<file path="config.mk">
export PLATFORM = sky130hd
export DESIGN_NAME = rv32im_instruction_decoder_core
export DESIGN_NICKNAME = d
export VERILOG_FILES = /design/src/rtl/rvid_pkg.sv /design/src/rtl/rv32im_instruction_decoder_core.sv
export SDC_FILE = /design/constraint.sdc
export NUM_CORES = 1
export LEC_CHECK = 0
export BUFFER_PORTS_ARGS = -buffer_cell sky130_fd_sc_hd__buf_2
export CORE_MARGIN = 10
export CORE_UTILIZATION = 53
export CTS_BUF_LIST = sky130_fd_sc_hd__clkbuf_4 sky130_fd_sc_hd__clkbuf_8 sky130_fd_sc_hd__clkbuf_16
export CTS_CLUSTER_DIAMETER = 40
export CTS_CLUSTER_SIZE = 14
export DETAILED_ROUTE_END_ITERATION = 6
export PLACE_DENSITY = 0.79
export SLEW_MARGIN = 20
export SYNTH_ARGS = -nofsm -noshare
export SYNTH_HDL_FRONTEND = slang
export SYNTH_SLANG_ARGS = --single-unit
</file>
<file path="constraint.sdc">
create_clock -name clock -period 3.5 [get_ports clock]
set_input_delay 0.525 -clock clock [delete_from_list [all_inputs] [get_ports clock]]
set_output_delay 0.525 -clock clock [all_outputs]
set_load 0.1 [all_outputs]
</file>
<file path="src/rtl/rvid_pkg.sv">
`timescale 1ns / 1ps
// ----------------------------------------------------------------------------
// rvid_pkg
// Operation codes, opcode and function field constants and funct3 maps for
// the RV32IM instruction decoder.
// ----------------------------------------------------------------------------
package rvid_pkg;

   typedef enum logic [5:0] {
      OP_LUI    = 6'd0,
      OP_AUIPC  = 6'd1,
      OP_JAL    = 6'd2,
      OP_JALR   = 6'd3,
      OP_BEQ    = 6'd4,
      OP_BNE    = 6'd5,
      OP_BLT    = 6'd6,
      OP_BGE    = 6'd7,
      OP_BLTU   = 6'd8,
      OP_BGEU   = 6'd9,
      OP_LB     = 6'd10,
      OP_LH     = 6'd11,
      OP_LW     = 6'd12,
      OP_LBU    = 6'd13,
      OP_LHU    = 6'd14,
      OP_SB     = 6'd15,
      OP_SH     = 6'd16,
      OP_SW     = 6'd17,
      OP_ADDI   = 6'd18,
      OP_SLTI   = 6'd19,
      OP_SLTIU  = 6'd20,
      OP_XORI   = 6'd21,
      OP_ORI    = 6'd22,
      OP_ANDI   = 6'd23,
      OP_SLLI   = 6'd24,
      OP_SRLI   = 6'd25,
      OP_SRAI   = 6'd26,
      OP_ADD    = 6'd27,
      OP_SUB    = 6'd28,
      OP_SLL    = 6'd29,
      OP_SLT    = 6'd30,
      OP_SLTU   = 6'd31,
      OP_XOR    = 6'd32,
      OP_SRL    = 6'd33,
      OP_SRA    = 6'd34,
      OP_OR     = 6'd35,
      OP_AND    = 6'd36,
      OP_MUL    = 6'd37,
      OP_MULH   = 6'd38,
      OP_MULHSU = 6'd39,
      OP_MULHU  = 6'd40,
      OP_DIV    = 6'd41,
      OP_DIVU   = 6'd42,
      OP_REM    = 6'd43,
      OP_REMU   = 6'd44,
      OP_ECALL  = 6'd45,
      OP_NONE   = 6'd46
   } op_type;

   typedef op_type op_map_type [8];

   localparam logic [6:0] OPC_LUI    = 7'h37;
   localparam logic [6:0] OPC_AUIPC  = 7'h17;
   localparam logic [6:0] OPC_JAL    = 7'h6f;
   localparam logic [6:0] OPC_JALR   = 7'h67;
   localparam logic [6:0] OPC_BRANCH = 7'h63;
   localparam logic [6:0] OPC_LOAD   = 7'h03;
   localparam logic [6:0] OPC_STORE  = 7'h23;
   localparam logic [6:0] OPC_OPIMM  = 7'h13;
   localparam logic [6:0] OPC_OP     = 7'h33;
   localparam logic [6:0] OPC_SYSTEM = 7'h73;

   localparam logic [6:0] F7_BASE = 7'h00;
   localparam logic [6:0] F7_MEXT = 7'h01;
   localparam logic [6:0] F7_ALT  = 7'h20;

   localparam logic [2:0] F3_ADD  = 3'd0;
   localparam logic [2:0] F3_SLL  = 3'd1;
   localparam logic [2:0] F3_SR   = 3'd5;
   localparam logic [2:0] F3_PRIV = 3'd0;

   localparam op_map_type BRANCH_MAP = '{OP_BEQ, OP_BNE, OP_NONE, OP_NONE,
                                         OP_BLT, OP_BGE, OP_BLTU, OP_BGEU};
   localparam op_map_type LOAD_MAP   = '{OP_LB, OP_LH, OP_LW, OP_NONE,
                                         OP_LBU, OP_LHU, OP_NONE, OP_NONE};
   localparam op_map_type STORE_MAP  = '{OP_SB, OP_SH, OP_SW, OP_NONE,
                                         OP_NONE, OP_NONE, OP_NONE, OP_NONE};
   localparam op_map_type OPIMM_MAP  = '{OP_ADDI, OP_NONE, OP_SLTI, OP_SLTIU,
                                         OP_XORI, OP_NONE, OP_ORI, OP_ANDI};
   localparam op_map_type BASE_MAP   = '{OP_ADD, OP_SLL, OP_SLT, OP_SLTU,
                                         OP_XOR, OP_SRL, OP_OR, OP_AND};
   localparam op_map_type MEXT_MAP   = '{OP_MUL, OP_MULH, OP_MULHSU, OP_MULHU,
                                         OP_DIV, OP_DIVU, OP_REM, OP_REMU};

endpackage

</file>
<file path="src/rtl/rv32im_instruction_decoder_core.sv">
`timescale 1ns / 1ps
// Each word passes the input register, then the result register. Throughput:
// one word per cycle unless rsp_stall holds a waiting result; the two-stage
// pipeline takes a word while a result waits only if the input stage is empty.
// Reset (synchronous, active high) empties both stages; payload is not reset.
// ----------------------------------------------------------------------------
// rv32im_instruction_decoder_core
// Classifies one RV32IM instruction word into a dense operation code and
// passes out the rd, rs1 and I-type immediate fields.
// ----------------------------------------------------------------------------
module rv32im_instruction_decoder_core (
   input  logic               clock,
   input  logic               reset,
   input  logic               req_valid,
   output logic               req_stall,
   input  logic [31:0]        req_instruction,
   output logic               rsp_valid,
   input  logic               rsp_stall,
   output logic [5:0]         rsp_operation,
   output logic               rsp_handled,
   output logic [4:0]         rsp_dest_reg,
   output logic [4:0]         rsp_src_reg_one,
   output logic signed [11:0] rsp_imm_itype
);

   logic                in_valid_ff;
   logic [31:0]         in_word_ff;
   logic                out_valid_ff;
   rvid_pkg::op_type    out_op_ff;
   rvid_pkg::op_type    out_op_in;
   logic [4:0]          out_rd_ff;
   logic [4:0]          out_rs1_ff;
   logic signed [11:0]  out_imm_ff;
   logic                adv_out;
   logic                adv_in;

   logic [6:0]  opc;
   logic [2:0]  f3;
   logic [6:0]  f7;
   logic [4:0]  rd;
   logic [4:0]  rs1;
   logic [11:0] imm;

   assign adv_out   = !out_valid_ff || !rsp_stall;
   assign adv_in    = !in_valid_ff || adv_out;
   assign req_stall = !adv_in;

   assign opc = in_word_ff[6:0];
   assign f3  = in_word_ff[14:12];
   assign f7  = in_word_ff[31:25];
   assign rd  = in_word_ff[11:7];
   assign rs1 = in_word_ff[19:15];
   assign imm = in_word_ff[31:20];

   always_comb begin
      out_op_in = rvid_pkg::OP_NONE;
      unique case (opc)
         rvid_pkg::OPC_LUI:    out_op_in = rvid_pkg::OP_LUI;
         rvid_pkg::OPC_AUIPC:  out_op_in = rvid_pkg::OP_AUIPC;
         rvid_pkg::OPC_JAL:    out_op_in = rvid_pkg::OP_JAL;
         rvid_pkg::OPC_JALR:   out_op_in = rvid_pkg::OP_JALR;
         rvid_pkg::OPC_BRANCH: out_op_in = rvid_pkg::BRANCH_MAP[f3];
         rvid_pkg::OPC_LOAD:   out_op_in = rvid_pkg::LOAD_MAP[f3];
         rvid_pkg::OPC_STORE:  out_op_in = rvid_pkg::STORE_MAP[f3];
         rvid_pkg::OPC_OPIMM: begin
            priority if (f3 == rvid_pkg::F3_SLL) begin
               if (f7 == rvid_pkg::F7_BASE) out_op_in = rvid_pkg::OP_SLLI;
            end else if (f3 == rvid_pkg::F3_SR) begin
               if (f7 == rvid_pkg::F7_BASE)     out_op_in = rvid_pkg::OP_SRLI;
               else if (f7 == rvid_pkg::F7_ALT) out_op_in = rvid_pkg::OP_SRAI;
            end else begin
               out_op_in = rvid_pkg::OPIMM_MAP[f3];
            end
         end
         rvid_pkg::OPC_OP: begin
            if (f7 == rvid_pkg::F7_BASE) begin
               out_op_in = rvid_pkg::BASE_MAP[f3];
            end else if (f7 == rvid_pkg::F7_MEXT) begin
               out_op_in = rvid_pkg::MEXT_MAP[f3];
            end else if (f7 == rvid_pkg::F7_ALT) begin
               if (f3 == rvid_pkg::F3_ADD)     out_op_in = rvid_pkg::OP_SUB;
               else if (f3 == rvid_pkg::F3_SR) out_op_in = rvid_pkg::OP_SRA;
            end
         end
         rvid_pkg::OPC_SYSTEM: begin
            if (f3 == rvid_pkg::F3_PRIV && rd == 5'd0 && rs1 == 5'd0 && imm == 12'd0)
               out_op_in = rvid_pkg::OP_ECALL;
         end
         default: out_op_in = rvid_pkg::OP_NONE;
      endcase
   end

   always_ff @(posedge clock) begin
      if (reset) begin
         in_valid_ff  <= 1'b0;
         out_valid_ff <= 1'b0;
      end else begin
         if (adv_in)  in_valid_ff  <= req_valid;
         if (adv_out) out_valid_ff <= in_valid_ff;
      end
      if (adv_in && req_valid) in_word_ff <= req_instruction;
      if (adv_out && in_valid_ff) begin
         out_op_ff  <= out_op_in;
         out_rd_ff  <= rd;
         out_rs1_ff <= rs1;
         out_imm_ff <= $signed(imm);
      end
   end

   assign rsp_valid       = out_valid_ff;
   assign rsp_operation   = out_op_ff;
   assign rsp_handled     = (out_op_ff != rvid_pkg::OP_NONE);
   assign rsp_dest_reg    = out_rd_ff;
   assign rsp_src_reg_one = out_rs1_ff;
   assign rsp_imm_itype   = out_imm_ff;

   a_advance: assert property (@(posedge clock) disable iff (reset)
      (in_valid_ff && adv_out) |=> out_valid_ff)
      else $error("input stage word lost");

   a_op_range: assert property (@(posedge clock) disable iff (reset)
      rsp_valid |-> (rsp_operation <= 6'd46))
      else $error("operation code out of range");

   a_ecall_fields: assert property (@(posedge clock) disable iff (reset)
      (rsp_valid && rsp_operation == rvid_pkg::OP_ECALL) |->
      (rsp_dest_reg == 5'd0 && rsp_src_reg_one == 5'd0 && rsp_imm_itype == 12'sd0))
      else $error("ecall with nonzero fields");

   a_hold_input: assert property (@(posedge clock) disable iff (reset)
      (in_valid_ff && !adv_out) |=> (in_valid_ff && $stable(in_word_ff)))
      else $error("input stage changed while blocked");

endmodule
</file>
# --- Yosys cells after proc, flatten, opt, wreduce, memory -nomap -nowiden ---
# Memory sizes are Yosys's and may differ from the RTL's.
# Index checks and enable logic that the tools add are counted.
word_totals:
  mem_bits_ro: 288
  regBits: 62
  wordCells: 70
  output_inout_bits: 31
  mem_count: 6
  in_bits: 36
op_classes:
  n_bitwise: 1
  n_reduce_logical: 16
  n_eq_ne: 15
  magnitude_cmp: 1
  muxes: 24
mem_list:
  columns: ["name", "depth", "word_bits", "rd", "rd_clocked_by_memory_dff", "wr", "line", "text"]
  rows:
  - ["(no name shown)", 8, 6, 1, 0, 0, "rv32im_instruction_decoder_core.sv:79", "out_op_in = rvid_pkg::MEXT_MAP[f3];"]
  - ["(no name shown)", 8, 6, 1, 0, 0, "rv32im_instruction_decoder_core.sv:77", "out_op_in = rvid_pkg::BASE_MAP[f3];"]
  - ["(no name shown)", 8, 6, 1, 0, 0, "rv32im_instruction_decoder_core.sv:72", "out_op_in = rvid_pkg::OPIMM_MAP[f3];"]
  - ["(no name shown)", 8, 6, 1, 0, 0, "rv32im_instruction_decoder_core.sv:64", "rvid_pkg::OPC_STORE: out_op_in = rvid_pkg::STORE_MAP[f3];"]
  - ["(no name shown)", 8, 6, 1, 0, 0, "rv32im_instruction_decoder_core.sv:63", "rvid_pkg::OPC_LOAD: out_op_in = rvid_pkg::LOAD_MAP[f3];"]
  - ["(no name shown)", 8, 6, 1, 0, 0, "rv32im_instruction_decoder_core.sv:62", "rvid_pkg::OPC_BRANCH: out_op_in = rvid_pkg::BRANCH_MAP[f3];"]
ops:
  columns: ["cell", "count"]
  rows:
  - ["6-bit 2-to-1 mux", 21]
  - ["6-bit case mux with 10 select lines", 1]
  - ["7-bit by 6-bit equality test with 1-bit output, second input constant", 4]
  - ["7-bit equality test, second input constant", 4]
  - ["7-bit by 5-bit equality test with 1-bit output, second input constant", 2]
  - ["12-bit zero test", 1]
  - ["5-bit zero test", 2]
  - ["7-bit by 1-bit equality test with 1-bit output, second input constant", 1]
  - ["7-bit by 2-bit equality test with 1-bit output, second input constant", 1]
  - ["7-bit zero test", 1]
  - ["6-bit inequality test, second input constant", 1]
  - ["1-bit logical AND", 5]
  - ["4-bit >= comparator, second input constant", 1]
  - ["1-bit zero test", 4]
  - ["4-bit 2-to-1 mux", 1]
  - ["3-bit NOT with 4-bit output", 1]
  - ["3-bit by 1-bit equality test with 1-bit output, second input constant", 1]
  - ["3-bit equality test, second input constant", 1]
  - ["3-bit zero test", 1]
  - ["1-bit logical OR", 2]
  - ["2-bit 2-to-1 mux", 1]

# --- Longest topological paths before layout ---
depth:
  ltp_word: 7
  ltp_mapped: 8

# --- Worst setup path after synthesis ---
# No wires, ideal clock.
synth_timing:
  path_type: "flip-flop to flip-flop"
  from: "register out_valid_ff (netlist: rsp_valid)"
  to: "register in_word_ff[0] (enable)"
  required_ns: 3.076
  arrival_time_ns: 2.919
  slack_ns: 0.157
  setup_time_ns: 0.424
  path_stages_with_launch: 3
  path_cell_list: "dfxtp_1 -> and3_1 -> nor2b_1"
synth_via:
  elab_chain_len: 4
synth_lines:
  columns: ["item", "line", "text"]
  rows:
  - ["start: declaration", "rv32im_instruction_decoder_core.sv:28", "logic out_valid_ff;"]
  - ["start signal: assignment", "rv32im_instruction_decoder_core.sv:99", "if (adv_out) out_valid_ff <= in_valid_ff;"]
  - ["1-bit zero test", "rv32im_instruction_decoder_core.sv:44", "assign adv_out = !out_valid_ff || !rsp_stall;"]
  - ["1-bit logical OR", "rv32im_instruction_decoder_core.sv:44", null]
  - ["1-bit logical OR", "rv32im_instruction_decoder_core.sv:45", "assign adv_in = !in_valid_ff || adv_out;"]
  - ["1-bit logical AND", "rv32im_instruction_decoder_core.sv:101", "if (adv_in && req_valid) in_word_ff <= req_instruction;"]
  - ["end signal: assignment", "rv32im_instruction_decoder_core.sv:101", null]
  - ["end: declaration", "rv32im_instruction_decoder_core.sv:27", "logic [31:0] in_word_ff;"]
# No other way between the ends.
# A chain may end at the register's enable or synchronous reset.

# --- Final worst setup path ---
layout_timing:
  from: "register in_word_ff[14]"
  to: "register out_op_ff[1] (netlist: rsp_operation[1]), data pin"
layout_via:
  elab_chain_len: 7
  word_cells_on_any_way: 33
layout_lines:
  columns: ["item", "line", "text"]
  rows:
  - ["3-bit NOT with 4-bit output (implied by the code)", null, null]
  - ["memory read 8 x 6 bit, on equally long branches", null, null]
  - ["6-bit 2-to-1 mux, on equally long branches (2 in a row)", "rv32im_instruction_decoder_core.sv:79, rv32im_instruction_decoder_core.sv:72", null]
  - ["6-bit 2-to-1 mux, on equally long branches", "rv32im_instruction_decoder_core.sv:78, rv32im_instruction_decoder_core.sv:68", null]
  - ["6-bit 2-to-1 mux, on equally long branches", "rv32im_instruction_decoder_core.sv:76, rv32im_instruction_decoder_core.sv:66", null]
  - ["6-bit case mux with 10 select lines *", "rv32im_instruction_decoder_core.sv:57", "unique case (opc)"]
  - ["via out_op_in[1]", "rv32im_instruction_decoder_core.sv:30", "rvid_pkg::op_type out_op_in;"]
  - ["end signal: assignment", "rv32im_instruction_decoder_core.sv:103", "out_op_ff <= out_op_in;"]
  - ["end: declaration", "rv32im_instruction_decoder_core.sv:29", "rvid_pkg::op_type out_op_ff;"]
# The timed path passes the listed nets; every way through them passes the cells marked *. The select of a mux whose other input is x is not followed.

==> impl_metrics.json <==
{
  "status": "finished, final reports clean",
  "top_register": "in_word_ff",
  "synth_top_area_share_pct": 65.90,
  "reg2reg_to": "rsp_operation[1]",
  "grtUsageTotal_pct": 13.75,
  "synth_fp_nets": 247,
  "grt.met3_usage_pct": 5.216,
  "cp-end-kind": "register",
  "clk_pin_slew_worst_paths_ns": 0.07,
  "place.gp.congestion": 0.9813,
  "htree_levels": 3,
  "vias_per_cell": 5.322,
  "rows": 26,
  "busiest_layer": "met2",
  "cts_hold_buf": 0,
  "dr.pass1.iters": 4,
  "synth_warnings": 0,
  "core_sq_um": 5042,
  "die_x_um": 91.82,
  "hold_path_class": "in2reg",
  "syn_inst": 200,
  "period_needed_ns": 2.226,
  "wirelength_mm": 5.710,
  "p_sw_mw": 0.4751,
  "switching_share_pct": 25.56,
  "die_y_um": 91.82,
  "ir_worst_vdd_mv": 0.3709,
  "largest_reg_flops": 32,
  "clock_latency_ns": 0.34,
  "hold_viol": 0,
  "ios": 67,
  "postLayoutCoreUtil_pct": 66.92,
  "seq_power_share_pct": 47.9,
  "drv_cap": 0,
  "synthToLayoutAreaGrowth_pct": 23.43,
  "final.period_utilization_pct": 63.59,
  "required_ns": 3.57,
  "fin_cells": 345,
  "startpoint": "in_word_ff[14]",
  "synth_edf_count": 60,
  "cts_tree": "yes",
  "antenna_found_initial": 0,
  "holdPathEnd": "in_valid_ff",
  "portBuffers": 66,
  "fin_nets": 317,
  "cts_sinks": 62,
  "cts_made_buffers": 9,
  "grt_use_met1_pct": 15.51,
  "grt-ovfl-total": 0,
  "worst-r2r-cell-count": 6,
  "drtIter0Drc": 171,
  "synth.yosys.seq_area_share_pct": 67.37,
  "syn_area_sq_um": 2734,
  "synth_area_leader_cell": "edfxtp_1",
  "drive_gt1_share_pct": 33.09,
  "synth_area_per_cell_sq_um": 13.67,
  "setup_viol": 0,
  "path_class": "reg2reg",
  "ff2ff_setup_slack_ns": 1.27,
  "clk_path_buf_depth": 2,
  "setup_tns_ns": 0,
  "worst-slew-pin-transition_ns": 0.7778,
  "drc_errors": 0,
  "fmax_mhz": 449.3,
  "combPwrFrac_pct": 11.4,
  "holdPathStages": 2,
  "async_flop_share_pct": 0,
  "diodes": 0,
  "synth_cell_types": 44,
  "p_clk_share_pct": 40.7,
  "crit_path_max_fanout": 24,
  "post_cts_buffers": 0,
  "clock_skew_ns": 0.009605,
  "synth_ff_type": "edfxtp_1",
  "total_leakage_power_nw": 1.290,
  "grt_max_degree": 29,
  "p_per_area_nw_per_um2": 550.9,
  "cts_resized": 0,
  "dieArea_sq_um": 8431,
  "crit_path_start_kind": "register",
  "via_count": 1836,
  "drv_slew": 0,
  "arrival_ns": 2.29,
  "placedCellCount": 329,
  "dp_hpwl_mm": 4.264,
  "yosys-top-cells-area": "edfxtp_1, ha_1, nand2_1",
  "intPower_mw": 1.384,
  "initial_utilization_pct": 54.22,
  "grt_pass1_vias": 1775,
  "r2r_start": "in_word_ff[14]",
  "n_fill_cell": 363,
  "use_met2_pct": 21.50,
  "routedWlPerCell_um": 16.55,
  "rsz0062_at_grt": "false",
  "grt_pass1_wl_mm": 8.880,
  "root_buffer": "clkbuf_8",
  "hp-start": "reset",
  "synth_seq_cells": 62,
  "ant_nets": 0,
  "slew_headroom_pct": 48.15
}
power groups by stage:
stage / combinational, mW / sequential [mW] / clock [mW]
global placement: 0.211 / 0.905 / 0
global route: 0.224 / 0.896 / 0.807
floorplan: 0.0727 / 0.992 / 0
detailed placement: 0.212 / 0.906 / 0
CTS: 0.212 / 0.890 / 0.770
finish: 0.212 / 0.890 / 0.757
cell type report:
cell class / instances / area [sq um] / area share [%]
repair buffers: 68 / 345.3 / 10.23
clock inverters: 7 / 118.9 / 3.522
multi-input cells: 120 / 823.3 / 24.40
flip-flops and latches: 62 / 1842 / 54.58
clock buffers: 9 / 123.9 / 3.671
inverters: 9 / 33.78 / 1.001
well taps: 70 / 87.58 / 2.595
routing by layer:
metal  share of wire (%)  vias to the layer above
li1                    -                      906
met1                  41                      820
met2                  47                       92
met3                 8.3                       18
met4                 3.5                        0
met5                   0                        -
worst max path at each step:
stage                        to  slack [ns]  cells past startpoint
3_3_place_gp   rsp_operation[1]        1.36                      6
5_1_grt        rsp_operation[1]        1.09                      6
6_report       rsp_operation[1]        1.27                      6
3_5_place_dp   rsp_operation[1]        1.33                      6
2_1_floorplan     in_word_ff[0]        0.16                      2
4_1_cts        rsp_operation[1]        1.31                      6
metrics by stage:
step                      area (sq um)  worst slack, ns  total power, mW  hold slack (ns)
after global routing              3374            1.088            1.927           0.3283
after detailed placement          3132            1.325            1.118           0.4351
final                             3374            1.274            1.859           0.3493
after CTS                         3374            1.308            1.872           0.3332
after floorplan                   2734           0.1565            1.065           0.4244
after global placement            3132            1.364            1.116           0.4326
synth_stat cells (4+ instances only):
library cell / n
nand4_1: 4
nand3_1: 6
edfxtp_1: 60
nor3_1: 6
nand2_1: 13
o211ai_1: 5
ha_1: 11
nor2_1: 13
clkbuf_1: 5
nand2b_1: 4
a21oi_1: 8
inv_1: 9
o21ai_0: 6
placed cells by master, fill, tap and decap left out, types with 2 or more instances in the layout:
cell,instances
inv_6,2
o21ai_0,6
a211oi_1,3
and3_1,2
nor3b_1,2
a21oi_1,8
inv_1,9
nand4_1,4
mux2_2,2
o21ai_1,2
nor4_1,3
o311ai_1,2
nor3_1,6
o211ai_1,5
ha_1,11
o22ai_1,2
nand2b_1,4
nand2_1,13
buf_2,66
bufinv_16,3
buf_4,2
dfxtp_1,2
nand3_1,6
mux2i_1,3
nor2b_1,2
edfxtp_1,60
nor2_1,13
a21o_1,2
clkbuf_8,9
nand3b_1,2
critical path, stage by stage (launching register included):
cell	delay, ns
edfxtp_1	0.86
inv_1	0.27
ha_1	0.34
nor3b_1	0.19
nor2_1	0.06
o31ai_1	0.10
nand4_1	0.14
cell families (layout without fill, tap and decap cells):
logic type / Yosys count / after routing / share of synthesized area [%]
DFF: 62 / 62 / 67.37
adders and majority gates: 11 / 11 / 5.034
AOI/OAI and AO/OA: 39 / 39 / 9.566
buffers and inverters: 18 / 93 / 2.746
and+or+nand+nor: 65 / 65 / 13.36
muxes: 5 / 5 / 1.922
Power figures use the tool's default switching activity.
